<file path="config.mk">
export PLATFORM = sky130hd
export DESIGN_NAME = rssf_filter_flat
export DESIGN_NICKNAME = d
export VERILOG_FILES = /design/src/design/rssf_pkg.sv /design/src/design/rssf_res_if.sv /design/src/design/rssf_filter.sv /design/src/flat_wrapper.sv
export SDC_FILE = /design/constraint.sdc
export NUM_CORES = 1
export LEC_CHECK = 0
export BUFFER_PORTS_ARGS = -buffer_cell sky130_fd_sc_hd__buf_4
export CAP_MARGIN = 0
export CORE_AREA = 2 2 244 126
export CTS_BUF_LIST = sky130_fd_sc_hd__clkbuf_16
export CTS_CLUSTER_DIAMETER = 120
export DETAILED_ROUTE_END_ITERATION = 16
export DIE_AREA = 0 0 246 128
export PLACE_DENSITY = 0.73
export SKIP_CTS_REPAIR_TIMING = 1
export SYNTH_ARGS = -nofsm -noshare
export SYNTH_HDL_FRONTEND = slang
export SYNTH_SLANG_ARGS = --single-unit
</file>
<file path="constraint.sdc">
create_clock -name i_clk -period 16.4 [get_ports i_clk]
set_input_delay 0.82 -clock i_clk [delete_from_list [all_inputs] [get_ports i_clk]]
set_output_delay 0.82 -clock i_clk [all_outputs]
set_load 0.01 [all_outputs]
</file>
<file path="src/design/rssf_pkg.sv">
// Shared types, constants and the per-channel 3x3 kernel function for the
// RGB 3x3 smooth/sharpen filter. No dependencies.
package rssf_pkg;

    localparam int MAX_WIDTH = 2048;
    localparam int COL_W     = $clog2(MAX_WIDTH);
    localparam int DIM_W     = 12;
    localparam int PIX_W     = 24;
    localparam int ADDR_W    = 4;
    localparam int DATA_W    = 32;

    localparam logic [DIM_W-1:0] MIN_DIM       = DIM_W'(3);
    localparam logic [DIM_W-1:0] MAX_DIM       = DIM_W'(MAX_WIDTH);
    localparam logic [DIM_W-1:0] WIDTH_RESET   = DIM_W'(640);
    localparam logic [DIM_W-1:0] HEIGHT_RESET  = DIM_W'(480);

    // Register index as seen in paddr[3:2]
    typedef enum logic [1:0] {
        REG_MODE   = 2'd0,
        REG_WIDTH  = 2'd1,
        REG_HEIGHT = 2'd2,
        REG_NONE   = 2'd3
    } t_reg_idx;

    typedef enum logic {
        MODE_SMOOTH  = 1'b0,
        MODE_SHARPEN = 1'b1
    } t_mode;

    typedef struct packed {
        logic [7:0] red;
        logic [7:0] green;
        logic [7:0] blue;
    } t_rgb;

    // Beat held between the input register and the result register
    typedef struct packed {
        logic             valid;
        logic             emit;
        logic             done;
        logic [COL_W-1:0] col;
        t_rgb             px;
    } t_stage;

    // p[row*3 + col], row 0 on top, col 0 on the left
    function automatic logic [7:0] conv_channel(input t_mode mode,
                                                input logic [8:0][7:0] p);
        logic [9:0]         corners;
        logic [9:0]         sides;
        logic [11:0]        gsum;
        logic [10:0]        ring;
        logic [11:0]        center9;
        logic signed [12:0] diff;
        logic [12:0]        mag;
        logic [7:0]         res;
        corners = 10'(p[0]) + 10'(p[2]) + 10'(p[6]) + 10'(p[8]);
        sides   = 10'(p[1]) + 10'(p[3]) + 10'(p[5]) + 10'(p[7]);
        gsum    = {2'b00, corners} + {1'b0, sides, 1'b0} + {2'b00, p[4], 2'b00};
        ring    = {1'b0, corners} + {1'b0, sides};
        center9 = {1'b0, p[4], 3'b000} + {4'b0000, p[4]};
        diff    = signed'({1'b0, center9}) - signed'({2'b00, ring});
        // negative sums give their magnitude
        mag     = diff[12] ? 13'(-diff) : 13'(diff);
        if (mode == MODE_SMOOTH) begin
            res = gsum[11:4];
        end else if (mag > 13'd255) begin
            res = 8'hFF;
        end else begin
            res = mag[7:0];
        end
        return res;
    endfunction

endpackage

</file>
<file path="src/design/rssf_res_if.sv">
// Result channel: valid/ready handshake with one filtered pixel per beat.
// No dependencies.
interface rssf_res_if;
    logic       valid;
    logic       ready;
    logic [7:0] out_red;
    logic [7:0] out_green;
    logic [7:0] out_blue;
    logic       frame_done;

    modport source (output valid, out_red, out_green, out_blue, frame_done,
                    input ready);
    modport sink   (input valid, out_red, out_green, out_blue, frame_done,
                    output ready);
endinterface

</file>
<file path="src/design/rssf_filter.sv">
// 3x3 window registers, convolution of the three channels and the result
// register. Depends on rssf_pkg and rssf_res_if.
module rssf_filter (
    input  logic             i_clk,
    input  logic             i_rst_n,
    input  rssf_pkg::t_stage i_s1,
    input  rssf_pkg::t_rgb   i_upper,
    input  rssf_pkg::t_rgb   i_middle,
    input  rssf_pkg::t_mode  i_mode,
    output logic             o_advance,
    rssf_res_if.source       o_res
);
    import rssf_pkg::*;

    // r_win[0..2]: column two back, r_win[3..5]: column one back (top..bottom)
    t_rgb r_win [6];
    t_rgb col   [3];
    t_rgb r_out;
    logic r_out_valid;
    logic r_out_done;
    logic out_free;
    t_rgb n_out;

    logic [8:0][7:0] win_r;
    logic [8:0][7:0] win_g;
    logic [8:0][7:0] win_b;

    assign col[0] = i_upper;
    assign col[1] = i_middle;
    assign col[2] = i_s1.px;

    always_comb begin
        for (int i = 0; i < 3; i++) begin
            win_r[i*3 + 0] = r_win[i].red;
            win_r[i*3 + 1] = r_win[3 + i].red;
            win_r[i*3 + 2] = col[i].red;
            win_g[i*3 + 0] = r_win[i].green;
            win_g[i*3 + 1] = r_win[3 + i].green;
            win_g[i*3 + 2] = col[i].green;
            win_b[i*3 + 0] = r_win[i].blue;
            win_b[i*3 + 1] = r_win[3 + i].blue;
            win_b[i*3 + 2] = col[i].blue;
        end
        n_out.red   = conv_channel(i_mode, win_r);
        n_out.green = conv_channel(i_mode, win_g);
        n_out.blue  = conv_channel(i_mode, win_b);
    end

    assign out_free  = !r_out_valid || o_res.ready;
    // beats that produce no result never wait on the output side
    assign o_advance = i_s1.valid && (!i_s1.emit || out_free);

    always_ff @(posedge i_clk) begin
        if (!i_rst_n) begin
            for (int i = 0; i < 6; i++) begin
                r_win[i] <= '0;
            end
        end else if (o_advance) begin
            for (int i = 0; i < 3; i++) begin
                r_win[i]     <= r_win[3 + i];
                r_win[3 + i] <= col[i];
            end
        end
    end

    always_ff @(posedge i_clk) begin
        if (!i_rst_n) begin
            r_out_valid <= 1'b0;
        end else if (o_advance && i_s1.emit) begin
            r_out_valid <= 1'b1;
        end else if (o_res.ready) begin
            r_out_valid <= 1'b0;
        end
    end

    always_ff @(posedge i_clk) begin
        if (o_advance && i_s1.emit) begin
            r_out      <= n_out;
            r_out_done <= i_s1.done;
        end
    end

    assign o_res.valid      = r_out_valid;
    assign o_res.out_red    = r_out.red;
    assign o_res.out_green  = r_out.green;
    assign o_res.out_blue   = r_out.blue;
    assign o_res.frame_done = r_out_done;

    a_out_hold: assert property (@(posedge i_clk) disable iff (!i_rst_n)
        (r_out_valid && !o_res.ready) |=> (r_out_valid && $stable(r_out)))
        else $error("result dropped or changed while stalled");

endmodule

</file>
<file path="src/flat_wrapper.sv">
// flat-port wrapper written by rule: the top's interface ports become plain ports
module rssf_filter_flat import rssf_pkg::*;
  (i_clk, i_rst_n, i_s1, i_upper, i_middle, i_mode, o_advance, o_res_valid, o_res_out_red, o_res_out_green, o_res_out_blue, o_res_frame_done, o_res_ready);
  rssf_res_if o_res_i ();
  input  logic i_clk;
  input  logic i_rst_n;
  input  rssf_pkg::t_stage i_s1;
  input  rssf_pkg::t_rgb i_upper;
  input  rssf_pkg::t_rgb i_middle;
  input  rssf_pkg::t_mode i_mode;
  output logic o_advance;
  output wire logic [$bits(o_res_i.valid)-1:0] o_res_valid;
  output wire logic [$bits(o_res_i.out_red)-1:0] o_res_out_red;
  output wire logic [$bits(o_res_i.out_green)-1:0] o_res_out_green;
  output wire logic [$bits(o_res_i.out_blue)-1:0] o_res_out_blue;
  output wire logic [$bits(o_res_i.frame_done)-1:0] o_res_frame_done;
  input wire logic [$bits(o_res_i.ready)-1:0] o_res_ready;
  assign o_res_valid = o_res_i.valid;
  assign o_res_out_red = o_res_i.out_red;
  assign o_res_out_green = o_res_i.out_green;
  assign o_res_out_blue = o_res_i.out_blue;
  assign o_res_frame_done = o_res_i.frame_done;
  assign o_res_i.ready = o_res_ready;
  rssf_filter u_core (.i_clk(i_clk), .i_rst_n(i_rst_n), .i_s1(i_s1), .i_upper(i_upper), .i_middle(i_middle), .i_mode(i_mode), .o_advance(o_advance), .o_res(o_res_i));
endmodule
</file>
# After elaboration in Yosys (flattened, before gate mapping)
# Memories as Yosys holds them, arrays and structs flattened.
# Index checks and enable logic that the tools add are counted.
# totals
reg_bits	26
ramBits	144
memories	1
# op_classes
add_sub_neg	36
magnitude_cmp	3
n_mux	21
bitwise_logic	6
reduce_logical	7
# mem_list
name	depth	width	rd	rd_ports_with_merged_regs	write_ports	line	text
u_core.r_win	6	24	6	0	6	rssf_filter.sv:16	t_rgb r_win [6];
# op_table
cell	n
24-bit 2-to-1 mux	6
10-bit by 8-bit adder with 10-bit output	12
8-bit by 8-bit adder with 9-bit output	6
8-bit 2-to-1 mux	6
13-bit by 8-bit greater-than comparator with 1-bit output (second input constant)	3
13-bit 2-to-1 mux	3
13-bit negator	3
12-bit by 11-bit subtractor with 13-bit output	3
10-bit by 11-bit adder with 12-bit output	3
11-bit by 8-bit adder with 12-bit output	3
12-bit by 10-bit adder with 12-bit output	3
10-bit by 10-bit adder with 11-bit output	3
1-bit 2-to-1 mux	6
1-bit bitwise OR	6
1-bit logical AND	2
1-bit zero test	2
1-bit logical OR	2
2-bit nonzero test	1

# Logic depth before layout (Yosys ltp)
# An unclocked memory read counts as a cell.
# logic_depth
word_depth	11
depth_mapped	30
depth_no_buf	30

# Worst setup path after synthesis
# OpenSTA, ideal clock, no wires.
# synth_timing
path_type	in2reg
start	input i_upper[8] in the netlist's numbering
end	register u_core.r_out, in the netlist u_core.o_res.out_green[5] (data pin)
setup_time_ns	0.254
arrival_ns	6.554
t_required_ns	16.146
path_slack_ns	9.592
cell_stages	24
path_buffers	0
cell_sequence	ha_1 > inv_1 > fa_1 > fa_1 > inv_1 > ha_1 > fa_1 > a21oi_1 > nor2_1 > nor2_1 > o21bai_1 > a21oi_1 > xnor2_1 > fa_1 > inv_1 > fa_1 > inv_1 > ha_1 > or3_4 > a2111oi_4 > mux2i_1 > or4_4 > mux2i_4 > o2bb2a_4
# synth_lines
element	line	text
start, declared	flat_wrapper.sv:8	input rssf_pkg::t_rgb i_upper;
end signal, assigned	rssf_filter.sv:78	r_out <= n_out;
end, declared	rssf_filter.sv:18	t_rgb r_out;

==> key figures <==
Synth
  – Yosys cell types: slightly below 60
  – Ys Warns: 0
  – Post-synth top area cell: edfxtp_1
  – Ys flop type: edfxtp_1
  – Post-synth top area share: 0.320
  – Syn Area/Cell: roughly 10 um2
  – Post-Syn Instances: between 1.5k and 2k
  – Synth async-reset ratio: 0
  – Net count after synthesis: 1954
  – Cell Area, Synth: ~16000 um2
  – Post-synth EDFFs: about 170
  – Area contributors post-synth: edfxtp_1, fa_1, ha_1
  – Sequential cell area fraction in the yosys report: 0.321
  – Flip-flop and latch count after synthesis: 170

Setup path
  – Slowest CP cell: o31ai_1
  – Crit Path Max Fanout: 8
  – CP peak stage delay: 1.06 ns
  – Worst R2R End: u_core.o_res.out_blue[0]
  – Worst path top cell family by delay: compound AO/OA/AOI/OAI gates
  – WP depth: 29
  – Endpoint type of the worst setup path: flip-flop
  – R2r setup slk: between 8 and 9 ns
  – R2r worst-path depth: 25
  – Bufs and invs on worst path: 7
  – Worst Path Required: approximately 17 ns
  – CP Data Arrival Time: 8.10 ns
  – Worst r2r src: u_core.r_win[1][0]
  – Startpoint Class: input port
  – Critical Path Most Common Cell: inv_1
  – Setup CP Type: input port to flip-flop

Floorplan
  – Top-level port count: 117
  – FP Rows: between 40 and 50
  – Chip Height: approximately 130 um
  – Die area: about 31000 um2
  – Initial Util: 0.537
  – Core area: around 30000 um2
  – Die X: roughly 250 um

Timing
  – Period utilisation layout: 0.484
  – Slew of the pin with the lowest slew margin: around 1.3 ns
  – Max transition margin: 0.108
  – Hold Fails Final Rpt: 0
  – Tmin final: 7.94 ns
  – Clock skew: between 0.01 and 0.015 ns
  – Final setup vio count: 0
  – Max-slew violations: 0
  – Final setup TNS: 0 ns
  – RSZ-0062 raised after global routing: false
  – FMAX: approximately 130 MHz

Detailed routing
  – DRC Markers: 0
  – First-pass DRT Iterations: 5
  – DR vias: approximately 11k
  – Drt first-iter violations: 905
  – Vias per cell: ~5.4
  – DRT antenna net count: 0
  – Final wirelength: 37000 um
  – Wire per inst: 17.8 um

Clock network
  – TritonCTS Buffers: 17
  – Clk_lat worst skew: 0.46 ns
  – CTS tree: yes
  – CTS Sinks: 170
  – H-Tree Depth: 4
  – CTS clk-pin slew, worst paths: 0.08 ns
  – Maximum clock path buffer count: 2
  – CTS Root Cell: clkbuf_16

Final layout
  – Synthesis-to-layout area growth: 11.5%
  – Final nets: ~2.0k
  – Filler cells: between 2k and 2.5k
  – Final cell count without fillers: 2072
  – Layout cells sized above 1: 0.0958

Min path
  – Hold/Removal Path Class: input port to flip-flop
  – WHS Path Cells: 1
  – HP Start: i_s1[35]
  – Hold worst-path end: u_core.o_res.frame_done

Place
  – HPWL after DPL: between 20000 and 30000 um
  – Routability cong.: roughly 0.86
  – Port bufs: 105
  – Dpl cells: a little over 2k

GRT
  – Initial antenna violation count: 2
  – Global-route wire length before repair: 59200 um
  – Grt ovf: 0
  – Vias in the first global route: 11.0k
  – Largest net degree at the start of global routing: 94
  – Gr usage total: 0.245

Flow run
  – Max_cap viols: 0

Status
  – Status: completed
## worst max-delay path by stage
stage               start                         to  slack, ns
2_1_floorplan  i_upper[8]  u_core.o_res.out_green[5]       9.59
3_3_place_gp   i_upper[0]   u_core.o_res.out_blue[0]       8.22
3_5_place_dp   i_upper[0]   u_core.o_res.out_blue[0]       8.20
4_1_cts        i_upper[0]   u_core.o_res.out_blue[0]       8.59
5_1_grt        i_upper[0]   u_core.o_res.out_blue[0]       8.00
6_report       i_upper[0]   u_core.o_res.out_blue[0]       8.46
## layer usage
layer | share of wire | GRT usage
met5 | 0 | 0
met4 | 0.011 | 0.0595
met3 | 0.063 | 0.0435
met2 | 0.39 | 0.321
met1 | 0.53 | 0.408
## cells in the mapped netlist, types with 8 or more instances
| master | instances |
|---|---|
| inv_1 | 352 |
| o21ai_0 | 40 |
| nor3_1 | 10 |
| a21o_1 | 40 |
| nand3_1 | 14 |
| a211oi_1 | 8 |
| o21bai_1 | 27 |
| edfxtp_1 | 169 |
| clkbuf_1 | 35 |
| a21oi_1 | 102 |
| nand2_1 | 24 |
| ha_1 | 171 |
| nor2b_1 | 10 |
| fa_1 | 129 |
| nor2_1 | 63 |
| and3_1 | 147 |
| nand2b_1 | 16 |
| xnor2_1 | 80 |
| xor2_1 | 46 |
## state kept, by name, indices dropped and copies added, names as in the netlist
| signal | count |
|---|---|
| u_core.o_res.frame_done | 1 |
| u_core.o_res.out_red | 8 |
| u_core.o_res.out_blue | 8 |
| u_core.r_win | 144 |
| u_core.o_res.valid | 1 |
| u_core.o_res.out_green | 8 |
## stage by stage
stage,hold slack (ns),area [um2],worst slack (ns),util
2_1_floorplan,0.548,15900,9.59,-
3_3_place_gp,0.552,17100,8.22,0.578
3_5_place_dp,0.562,17100,8.20,0.578
4_1_cts,0.515,17700,8.59,0.598
5_1_grt,0.522,17700,8.00,0.598
6_report,0.536,17700,8.46,0.598
## cell usage in the layout (no fill, tap or decap), drive strengths merged, types with 2 or more instances in the layout
master   Yosys  routed
nand4b       3       3
nor2        63      63
nor3        10      10
or3          8       8
o21a         7       7
o21bai      27      27
or2          4       4
and3b        3       3
o21ai       40      40
a211oi       8       8
edfxtp     169     169
mux2i        5       5
o21ba        3       3
a21oi      103     103
and2         7       7
o2bb2a       2       2
nor4         2       2
fa         129     129
a2bb2oi      2       2
a31oi        4       4
a21o        40      40
and4b        2       2
inv        352     361
diode        0       2
ha         171     171
o2111ai      2       2
nand3       14      14
nor2b       10      10
nand2       25      25
and3       147     147
o22a         2       2
clkinv       0       4
nand2b      16      16
o31ai        3       3
xor2        46      46
a21boi       2       2
clkbuf      35      17
xnor2       80      80
buf          1     111
## cell type report
type | instances | area [um2] | area share
Antenna cell | 2 | 5.00 | 0.000283
Timing Repair Buffer | 111 | 833 | 0.0471
Clock buffer | 17 | 425 | 0.0241
Sequential cell | 170 | 5090 | 0.288
Multi-Input combinational cell | 1006 | 9330 | 0.528
Clock inverter | 15 | 174 | 0.00984
Tap cell | 399 | 499 | 0.0282
Inverter | 352 | 1320 | 0.0747
## worst register-to-register path, stage by stage (launching register included)
cell and delay (ns):
edfxtp_1 0.37, ha_1 0.23, inv_1 0.08, fa_1 0.44, fa_1 0.50, inv_1 0.05, ha_1 0.24, fa_1 0.43
a21oi_1 0.19, nor2_1 0.06, nor2_1 0.20, o21bai_1 0.11, a21oi_1 0.31, xor2_1 0.19, fa_1 0.54, inv_1 0.05
fa_1 0.50, inv_1 0.04, ha_1 0.33, o21a_1 0.19, o21a_1 0.12, a21oi_1 0.09, o31ai_1 1.06, a311oi_1 0.24
nor3_1 0.84, a21oi_1 0.22
## cell families after synthesis
logic type,synth area share
mux,0.00394
flops,0.321
buf+inv,0.0920
compound gates,0.103
fa+ha+maj,0.298
simple gates,0.113
xor+xnor,0.0696
Power is left out: the tool's default activity adds up to more than one toggle a clock period on the data nets, which glitch-free logic cannot reach.
